===== src/hdl/segmented_ring_slot_allocator_assert.svh =====
// Assertion macros used by the srsa_alloc module.
// Each takes a label, the clock, the active-low reset, a condition and an expected
// property, and reports a message string on failure.
`ifndef SEGMENTED_RING_SLOT_ALLOCATOR_ASSERT_SVH
`define SEGMENTED_RING_SLOT_ALLOCATOR_ASSERT_SVH

// Same-cycle implication.
`define SRSA_ASSERT_NOW(name, clk, rstn, pre, post, msg) \
  name: assert property (@(posedge clk) disable iff (!rstn) (pre) |-> (post)) \
    else $error(msg);

// Next-cycle implication.
`define SRSA_ASSERT_NXT(name, clk, rstn, pre, post, msg) \
  name: assert property (@(posedge clk) disable iff (!rstn) (pre) |=> (post)) \
    else $error(msg);

`endif


===== src/hdl/srsa_pkg.sv =====
`default_nettype none

package srsa_pkg;

  localparam int SEG_SLOTS   = 64;
  localparam int MAX_SEGS    = 4;
  localparam int TOTAL_SLOTS = SEG_SLOTS * MAX_SEGS;
  localparam int SLOT_W      = $clog2(TOTAL_SLOTS);
  localparam int HEAD_W      = $clog2(TOTAL_SLOTS + 1);
  localparam int SEG_W       = $clog2(MAX_SEGS + 1);

  typedef enum logic {
    FUNC_ALLOC  = 1'b0,
    FUNC_RETIRE = 1'b1
  } func_t;

  typedef enum logic [1:0] {
    ST_OK         = 2'd0,
    ST_NO_GROW    = 2'd1,
    ST_BAD_RETIRE = 2'd2
  } status_t;

  typedef struct packed {
    func_t      func;
    logic [7:0] retire_slot;
  } req_t;

  typedef struct packed {
    logic [7:0] slot;
    logic       grew;
    status_t    status;
    logic [2:0] segments_in_use;
  } rsp_t;

  // Single write into the live-bit store.
  typedef struct packed {
    logic              en;
    logic              set;
    logic [SLOT_W-1:0] idx;
  } live_upd_t;

endpackage

`default_nettype wire


===== src/hdl/srsa_live_bits.sv =====
`default_nettype none

module srsa_live_bits
  import srsa_pkg::*;
(
  input  wire logic              clk,
  input  wire logic              rst_n,
  input  wire logic [SLOT_W-1:0] head_idx,
  input  wire logic [SLOT_W-1:0] ret_idx,
  input  wire live_upd_t         upd,
  output logic                   head_live,
  output logic                   ret_live
);

  logic [TOTAL_SLOTS-1:0] live_r;

  always_ff @(posedge clk) begin
    if (!rst_n) begin
      live_r <= '0;
    end else if (upd.en) begin
      live_r[upd.idx] <= upd.set;
    end
  end

  assign head_live = live_r[head_idx];
  assign ret_live  = live_r[ret_idx];

endmodule

`default_nettype wire


===== src/hdl/srsa_alloc.sv =====
`default_nettype none

`include "segmented_ring_slot_allocator_assert.svh"

module srsa_alloc
  import srsa_pkg::*;
(
  input  wire logic              clk,
  input  wire logic              rst_n,
  input  wire logic              step,
  input  wire req_t              req,
  input  wire logic              head_live,
  input  wire logic              ret_live,
  output logic [SLOT_W-1:0]      head_idx,
  output live_upd_t              upd,
  output rsp_t                   rsp
);

  logic [HEAD_W-1:0] head_r, head_nxt;
  logic [SEG_W-1:0]  seg_cnt_r, seg_nxt;
  logic [HEAD_W-1:0] cap;
  logic [HEAD_W-1:0] head_w;
  logic [HEAD_W-1:0] slot_full;
  logic              need_grow;
  logic              seg_full;
  logic              ret_in_range;

  assign cap          = HEAD_W'(seg_cnt_r) * HEAD_W'(SEG_SLOTS);
  // wrap the head once it reaches the capacity in use
  assign head_w       = (head_r >= cap) ? '0 : head_r;
  assign head_idx     = head_w[SLOT_W-1:0];
  assign need_grow    = (seg_cnt_r == '0) || head_live;
  assign seg_full     = seg_cnt_r >= SEG_W'(MAX_SEGS);
  assign ret_in_range = HEAD_W'(req.retire_slot) < cap;
  assign slot_full    = need_grow ? cap : head_w;

  always_comb begin
    head_nxt   = head_r;
    seg_nxt    = seg_cnt_r;
    upd        = '0;
    rsp.slot   = '0;
    rsp.grew   = 1'b0;
    rsp.status = ST_OK;
    if (req.func == FUNC_RETIRE) begin
      rsp.slot = req.retire_slot;
      if (ret_in_range && ret_live) begin
        upd.en  = 1'b1;
        upd.set = 1'b0;
        upd.idx = req.retire_slot;
      end else begin
        rsp.status = ST_BAD_RETIRE;
      end
    end else begin
      head_nxt = head_w;
      if (need_grow && seg_full) begin
        rsp.status = ST_NO_GROW;
      end else begin
        if (need_grow) begin
          seg_nxt  = seg_cnt_r + SEG_W'(1);
          rsp.grew = 1'b1;
        end
        upd.en   = 1'b1;
        upd.set  = 1'b1;
        upd.idx  = slot_full[SLOT_W-1:0];
        rsp.slot = slot_full[SLOT_W-1:0];
        head_nxt = slot_full + HEAD_W'(1);
      end
    end
    rsp.segments_in_use = seg_nxt;
  end

  always_ff @(posedge clk) begin
    if (!rst_n) begin
      head_r    <= '0;
      seg_cnt_r <= '0;
    end else if (step) begin
      head_r    <= head_nxt;
      seg_cnt_r <= seg_nxt;
    end
  end

  `SRSA_ASSERT_NOW(a_seg_bound, clk, rst_n, 1'b1, seg_cnt_r <= SEG_W'(MAX_SEGS), "segment count past maximum")
  `SRSA_ASSERT_NOW(a_head_bound, clk, rst_n, 1'b1, head_r <= cap, "head beyond capacity in use")
  `SRSA_ASSERT_NXT(a_grow_count, clk, rst_n, step && rsp.grew, seg_cnt_r == $past(seg_cnt_r) + SEG_W'(1), "growth did not add one segment")
  `SRSA_ASSERT_NXT(a_refuse_hold, clk, rst_n, step && (rsp.status == ST_NO_GROW), $stable(seg_cnt_r), "refused allocate changed segment count")

endmodule

`default_nettype wire


===== src/hdl/segmented_ring_slot_allocator.sv =====
// Segmented ring slot allocator.
// Input channel in_valid/in_ready/in_data carries one request: allocate a slot, or
// retire the slot given in retire_slot. Output channel out_valid/out_ready/out_data
// returns exactly one result per request, in order: the slot, a grew flag, a status
// (ok, no segment left to grow, bad retire) and the number of enabled segments.
// A request is captured in an input register; once the result register is free or being
// read, one pass of logic checks the live bit at the head (or at the retired slot),
// updates head, segment count and live bits, and loads the result register. Throughput
// is one request per cycle while out_ready stays high, set by the live-bit read and head
// update that each request depends on.
// A new request is taken while a result waits, as long as the input register can hand
// its item on. When out_ready stays low both registers fill and in_ready drops; nothing
// is lost or repeated.
// Reset (rst_n low, synchronous) clears all live bits, the head and the segment count
// at once, and empties both registers; no clearing pass is needed.
`default_nettype none

module segmented_ring_slot_allocator
  import srsa_pkg::*;
(
  input  wire logic clk,
  input  wire logic rst_n,
  input  wire logic in_valid,
  output logic      in_ready,
  input  wire req_t in_data,
  output logic      out_valid,
  input  wire logic out_ready,
  output rsp_t      out_data
);

  logic              in_full_r;
  req_t              req_r;
  logic              out_valid_r;
  rsp_t              rsp_r;
  logic              advance;
  logic [SLOT_W-1:0] head_idx;
  logic              head_live;
  logic              ret_live;
  live_upd_t         upd;
  live_upd_t         upd_gated;
  rsp_t              rsp;

  assign advance   = in_full_r && (!out_valid_r || out_ready);
  assign in_ready  = !in_full_r || advance;
  assign out_valid = out_valid_r;
  assign out_data  = rsp_r;

  // commit live-bit writes only when the item actually moves on
  always_comb begin
    upd_gated    = upd;
    upd_gated.en = upd.en && advance;
  end

  srsa_live_bits u_live (
    .clk       (clk),
    .rst_n     (rst_n),
    .head_idx  (head_idx),
    .ret_idx   (req_r.retire_slot),
    .upd       (upd_gated),
    .head_live (head_live),
    .ret_live  (ret_live)
  );

  srsa_alloc u_alloc (
    .clk       (clk),
    .rst_n     (rst_n),
    .step      (advance),
    .req       (req_r),
    .head_live (head_live),
    .ret_live  (ret_live),
    .head_idx  (head_idx),
    .upd       (upd),
    .rsp       (rsp)
  );

  always_ff @(posedge clk) begin
    if (!rst_n) begin
      in_full_r   <= 1'b0;
      out_valid_r <= 1'b0;
    end else begin
      if (in_valid && in_ready) begin
        in_full_r <= 1'b1;
      end else if (advance) begin
        in_full_r <= 1'b0;
      end
      if (advance) begin
        out_valid_r <= 1'b1;
      end else if (out_ready) begin
        out_valid_r <= 1'b0;
      end
    end
  end

  always_ff @(posedge clk) begin
    if (in_valid && in_ready) begin
      req_r <= in_data;
    end
    if (advance) begin
      rsp_r <= rsp;
    end
  end

endmodule

`default_nettype wire

===== config.mk =====
export PLATFORM = sky130hd
export DESIGN_NAME = segmented_ring_slot_allocator
export DESIGN_NICKNAME = d
export VERILOG_FILES = /design/src/hdl/srsa_pkg.sv /design/src/hdl/srsa_live_bits.sv /design/src/hdl/srsa_alloc.sv /design/src/hdl/segmented_ring_slot_allocator.sv
export VERILOG_INCLUDE_DIRS = /design/src /design/src/hdl
export SDC_FILE = /design/constraint.sdc
export NUM_CORES = 1
export LEC_CHECK = 0
export BUFFER_PORTS_ARGS = -buffer_cell sky130_fd_sc_hd__buf_2
export CAP_MARGIN = 5
export CORE_UTILIZATION = 45
export DETAILED_ROUTE_END_ITERATION = 16
export REMOVE_ABC_BUFFERS = 1
export SYNTH_ARGS = -nofsm -noshare
export SYNTH_HDL_FRONTEND = slang
export SYNTH_SLANG_ARGS = --single-unit

===== constraint.sdc =====
create_clock -name clk -period 4.8 [get_ports clk]
set_clock_uncertainty 0.05 [all_clocks]
set_input_delay 0.24 -clock clk [delete_from_list [all_inputs] [get_ports clk]]
set_output_delay 0.24 -clock clk [all_outputs]
set_load 0.01 [all_outputs]

Word level (Yosys, flattened, before mapping)
Cells that the tools add are included.

word-level totals
  logic and storage cells = 63
  output and inout bits = 16
  bits in registers = 293
  input port bits = 13

cells by class
  bitwise operators = 1
  order comparisons = 7
  reductions and logical operators = 16
  $add $sub $neg = 2
  multiplexer cells = 26

operators with widths
  operator             count
  $bwmux 256           1
  $mux 9               4
  $mux 10              3
  $lt 8x9->1 const B   3
  $bmux 1 s8           2
  $add 9x1->9 const B  1
  $ge 9x9->1           1
  $lt 8x9->1           1
  $mux 1               9
  $mux 3               3
  $demux 1 s8          1
  $ge 8x1->1 const B   1
  $mux 8               1
  $logic_and 1x1->1    6
  $mux 2               2
  $reduce_bool 2->1    2
  $add 3x1->3 const B  1
  $ge 3x3->1 const B   1
  $logic_not 3->1      1
  $logic_or 1x1->1     3
  $logic_not 1->1      2
  $reduce_and 2->1     1
  $reduce_or 2->1      1
  $not 1->1            1

Longest topological paths before layout
  depth after elaboration = 13
  mapped depth = 21
  mapped depth without buffers = 16

Modules after synthesis
From an unflattened synthesis, not the netlist that was laid out.

unflattened totals
  cell total of the unflattened synthesis = 1927
  area, all modules = 17075.1 µm²

by module, submodules not included
  module                         area an instance (µm²)  times used  cells each
  srsa_live_bits                 15005.6                 1           1722
  srsa_alloc                     1265.0                  1           171
  segmented_ring_slot_allocator  804.5                   1           34

Least setup slack after synthesis
Ideal clock, no wire load.

  path kind = register -> register
  start point = register u_alloc.seg_cnt_r[2]
  end point = register u_alloc.head_r[8]
  setup time = 0.116 ns
  path slack = 0.364 ns
  required time = 4.634 ns
  arrival time = 4.270 ns
  cell stages (with the launch flop) = 20
  cells stage by stage = dfxtp_1 clkbuf_1 inv_1 ha_1 and3b_1 buf_2 nor2_2 o21ai_0 or4_1 a32oi_2 o41a_1 nand2_1 clkbuf_1 nor2_1 ha_1 nand3_1 nor4_1 nand4_1 mux2i_1 a31o_2

on the way
  cells in the longest elaborated chain, start to end = 8
  elaborated cells on any way between the ends = 11
  classes of those cells = add/sub: 1; order compare: 2; mux: 5; reduce/logical: 3

RTL lines
  what                          RTL line              text
  from (decl)                   srsa_alloc.sv:20      logic [SEG_W-1:0] seg_cnt_r, seg_nxt;
  from (signal assigned)        srsa_alloc.sv:78      seg_cnt_r <= seg_nxt;
  $ge 9x9->1                    srsa_alloc.sv:30      assign head_w = (head_r >= cap) ? '0 : head_r;
  $mux 9                        srsa_alloc.sv:30
  $bmux 1 s8                    srsa_live_bits.sv:25  assign head_live = live_r[head_idx];
  $mux 1 (implied by the code)  srsa_live_bits.sv:25
  $logic_or 1x1->1              srsa_alloc.sv:32      assign need_grow = (seg_cnt_r == '0) || head_live;
  $mux 9                        srsa_alloc.sv:35      assign slot_full = need_grow ? cap : head_w;
  $add 9x1->9                   srsa_alloc.sv:66      head_nxt = slot_full + HEAD_W'(1);
  $mux 9 *                      srsa_alloc.sv:55      if (need_grow && seg_full) begin
  to (signal assigned)          srsa_alloc.sv:77      head_r <= head_nxt;
  to (decl)                     srsa_alloc.sv:19      logic [HEAD_W-1:0] head_r, head_nxt;

Mark *: on every way between the ends. The rest lies on a longest branch, timed or not. The select of a mux whose other input is x is not followed.
A chain may end at the register's enable or synchronous reset.

Worst setup path after layout
  start point = register u_alloc.head_r[1]
  end point = register u_live.live_r[91]

on the way
  cells in the longest elaborated chain, start to end = 13
  elaborated cells on any way between the ends = 16
  classes of those cells = order compare: 3; mux: 9; reduce/logical: 4

RTL lines
  what                                                                   RTL line                            text
  $ge 9x9->1                                                             srsa_alloc.sv:30
  $mux 9 *                                                               srsa_alloc.sv:30
  $bmux 1 s8                                                             srsa_live_bits.sv:25
  $mux 1 (implied by the code)                                           srsa_live_bits.sv:25
  $logic_or 1x1->1                                                       srsa_alloc.sv:32
  $mux 9 / $logic_and 1x1->1 (equally long branches)                     srsa_alloc.sv:35, srsa_alloc.sv:55
  $mux 10 *                                                              srsa_alloc.sv:55
  $mux 10 *                                                              srsa_alloc.sv:44                    if (req.func == FUNC_RETIRE) begin
  $lt 8x9->1 (implied by the code) / $ge 8x1->1 (equally long branches)  srsa_live_bits.sv:21                live_r[upd.idx] <= upd.set;
  $logic_and 1x1->1 (implied by the code)                                srsa_live_bits.sv:21
  $mux 1 (implied by the code)                                           srsa_live_bits.sv:21
  $demux 1 s8                                                            --
  $bwmux 256                                                             srsa_live_bits.sv:21
  to (signal, indexed assignment)                                        srsa_live_bits.sv:21
  to (decl)                                                              srsa_live_bits.sv:15                logic [TOTAL_SLOTS-1:0] live_r;

Marks and branches as above.

==> results by group <==
Status
  – Status: completed

Detailed routing
  – Routed WL: 72000 microns
  – Via count: about 17000
  – DRC viols: 0
  – Detailed-route wire length per cell: around 28 microns
  – Vias per cell: between 6 and 7
  – Iter 0 DRT Violations: 2215
  – 1st-pass router iterations: 6
  – DRT antenna net count: 0

Logic synthesis
  – Synth area leader: dfxtp_1
  – Simple-Gate Fraction of Synth Area: 0.187
  – EDFF count, synth: 23
  – Seq/Total Area, Yosys: 0.341
  – Mapped Area: between 15000 and 20000 sq um
  – Yosys Warn Count: 0
  – Unique cell type count in the Yosys netlist: slightly above 80
  – Most numerous cell in the Yosys netlist: mux2i_1
  – Gate Count Post-Synth: ~1900
  – Yosys reg bits: between 200 and 300
  – Synth Area in Compound Gates: 0.127
  – Avg Cell Area, Syn: 9.23 sq um
  – Synth Flop Type: dfxtp_1
  – Synth top cells by count: mux2i_1, nand2_1, dfxtp_1
  – Main combinational cell family by area after synthesis: multiplexers
  – Post-synthesis adder-cell area fraction: 0.00490
  – Top post-synthesis cells by area: dfxtp_1, mux2i_1, mux4_2
  – Share of the synthesized area in the top cell type: 0.302
  – Post-synth ARST share: 0
  – XOR/XNOR share of the synthesized area: 0.00147
  – Mux cell area share after synthesis: 0.269

Clock network
  – CTS buffer count: 36
  – Worst-Skew Late Latency: about 550 ps
  – Worst-path clk slew: approximately 60 ps
  – CTS Buffer Depth: 3
  – Clock Root Buffer: clkbuf_16
  – CTS tree: done
  – H-tree Lvls: 2
  – Clock Sinks: approximately 290

Critical path
  – Crit path launch type: flip-flop
  – Crit path required time: 5220 ps
  – CP max FO: 20
  – Critical Path AT: ~5200 ps
  – CP Capture Type: flip-flop
  – WS Path Type: flip-flop to flip-flop

STA
  – Final setup violation count: 0
  – Final Hold Viols: 0
  – Final Cycle Share: 0.988
  – Worst hold slack: 178 ps
  – Slew margin rel.: 0.312
  – Worst Max-Slew Pin Slew: 1030 ps
  – Setup WS post-layout: roughly 59 ps
  – Final min period: approximately 4700 ps
  – Max-slew violation count: 0
  – Fmax: 211 MHz

Floorplanning
  – Die X: between 200 and 250 microns
  – Area of the core: between 30000 and 40000 sq um
  – Initial Util: 0.460
  – Cell Rows: 72
  – DIE AREA: 40600 sq um
  – # IOs: 29
  – Die Y: 201 microns

Power and ir drop
  – Pwr Total: about 6000 uW
  – PwrDens: ~280 nW/um^2
  – Max VDD drop: about 0.00023 V
  – LEAKAGE: 0.00862 uW

Global routing
  – Vias in the first global route: roughly 16000
  – Initial antenna violation count: 0
  – Global-route usage over all layers: 0.346
  – Grt ovf: 0
  – First-pass GRT wire length: between 100000 and 150000 microns
  – Pin count of the biggest net entering global routing: 197

Placed design
  – Port Buf Inserts: 28
  – Routability Congestion: 0.984
  – Pre-CTS setup slack: -165 ps
  – Final HPWL DP: about 49000 microns

Cells and area
  – Nets: 2045
  – Layout cells sized above 1: 0.221
  – Final core utilization: 0.552
  – Synth-to-Final Area Change: 20.1%

Worst hold path
  – Hold WC Path Type: input port to flip-flop

Job
  – Max-cap viol count: 0
[worst max-delay path, stage by stage, from the launching register on]
cell and delay, ps:
dfxtp_2 790, nand2b_1 450, o22ai_1 510, nor4_1 90, or4_1 480, a32oi_4 310
o41ai_2 130, buf_4 170, nor3_1 260, buf_4 170, a31oi_1 50, buf_4 160
o32ai_4 350, buf_4 300, nand4_1 160, mux2i_1 210
[metal layers]
metal / vias up / global-route usage / wire, microns
li1: 7501 / - / -
met4: 0 / 0.166 / 3600
met5: - / 0 / 0
met1: 8516 / 0.465 / 29200
met3: 203 / 0.0747 / 7260
met2: 1056 / 0.529 / 32000
[flip-flops by register name, indices dropped and copies added, names as in the netlist]
register,flops
u_alloc.head_r,9
req_r,9
u_live.live_r,256
in_full_r,1
out_data,14
out_valid,1
u_alloc.seg_cnt_r,3
[power breakdown]
group,internal [uW],switching [uW],total (uW)
registers,2480,27.5,2510
clock network,1630,1110,2740
logic,266,441,707
total,4370,1580,5950
[worst paths after layout]
check,start,to,slack (ps),cells past startpoint
setup / recovery,u_alloc.head_r[1],u_live.live_r[91],60,15
hold / removal,rst_n,u_live.live_r[29],180,3
setup reg to reg,u_alloc.head_r[1],u_live.live_r[91],60,15
hold reg to reg,u_live.live_r[255],u_live.live_r[255],420,2
[cell usage in the layout, fill, tap and decap left out, types with 9 or more instances in the layout]
master	n
dlygate4sd3_1	11
o211ai_1	28
nand2_1	280
inv_1	32
buf_4	188
o21ai_0	37
or3_1	16
edfxtp_1	23
nand4_1	173
nor4_1	12
nand3_1	68
mux2i_1	299
o22ai_1	27
nor3_1	14
nor2b_1	9
mux4_2	75
mux2_2	12
a221oi_1	16
buf_12	47
clkbuf_16	38
a21oi_1	43
dfxtp_1	267
buf_2	27
o31ai_1	28
a21o_1	9
nor2_1	54
[through the flow]
step	area, sq um	instances	TNS, ps
finish	21500	2569	0
global route	21500	2568	-0.258
CTS	21300	2560	0
detailed placement	20000	2485	-697
global placement	20000	2485	-117
floorplan	16800	1711	-1071640
[what timing repair did]
item	in CTS	in global routing
cloned	0	1
endpoints found under the setup margin	140	258
hold endpoints to repair	11	0
gates resized for setup	7	13
pin swaps	0	3
setup buffers	1	7
hold buffers	11	0
[cell families (layout without fill, tap and decap cells)]
group / Yosys count / count (layout)
other: 0 / 1
AOI/OAI and AO/OA: 310 / 310
buffers and inverters: 262 / 374
xor gates and xnor gates: 3 / 3
DFF: 293 / 293
muxes: 386 / 386
adders and majority gates: 7 / 7
and+or+nand+nor: 677 / 677
[cell type report]
type | instances | area [sq um]
fillers | 3515 | 17400
multi-input cells | 1383 | 10800
flip-flops and latches | 293 | 6100
repair buffers | 276 | 2660
clock buffers | 51 | 1050
well taps | 518 | 648
inverters | 35 | 131
clock inverters | 12 | 115
diodes | 1 | 2.50
(Power assumes the default switching activity.)
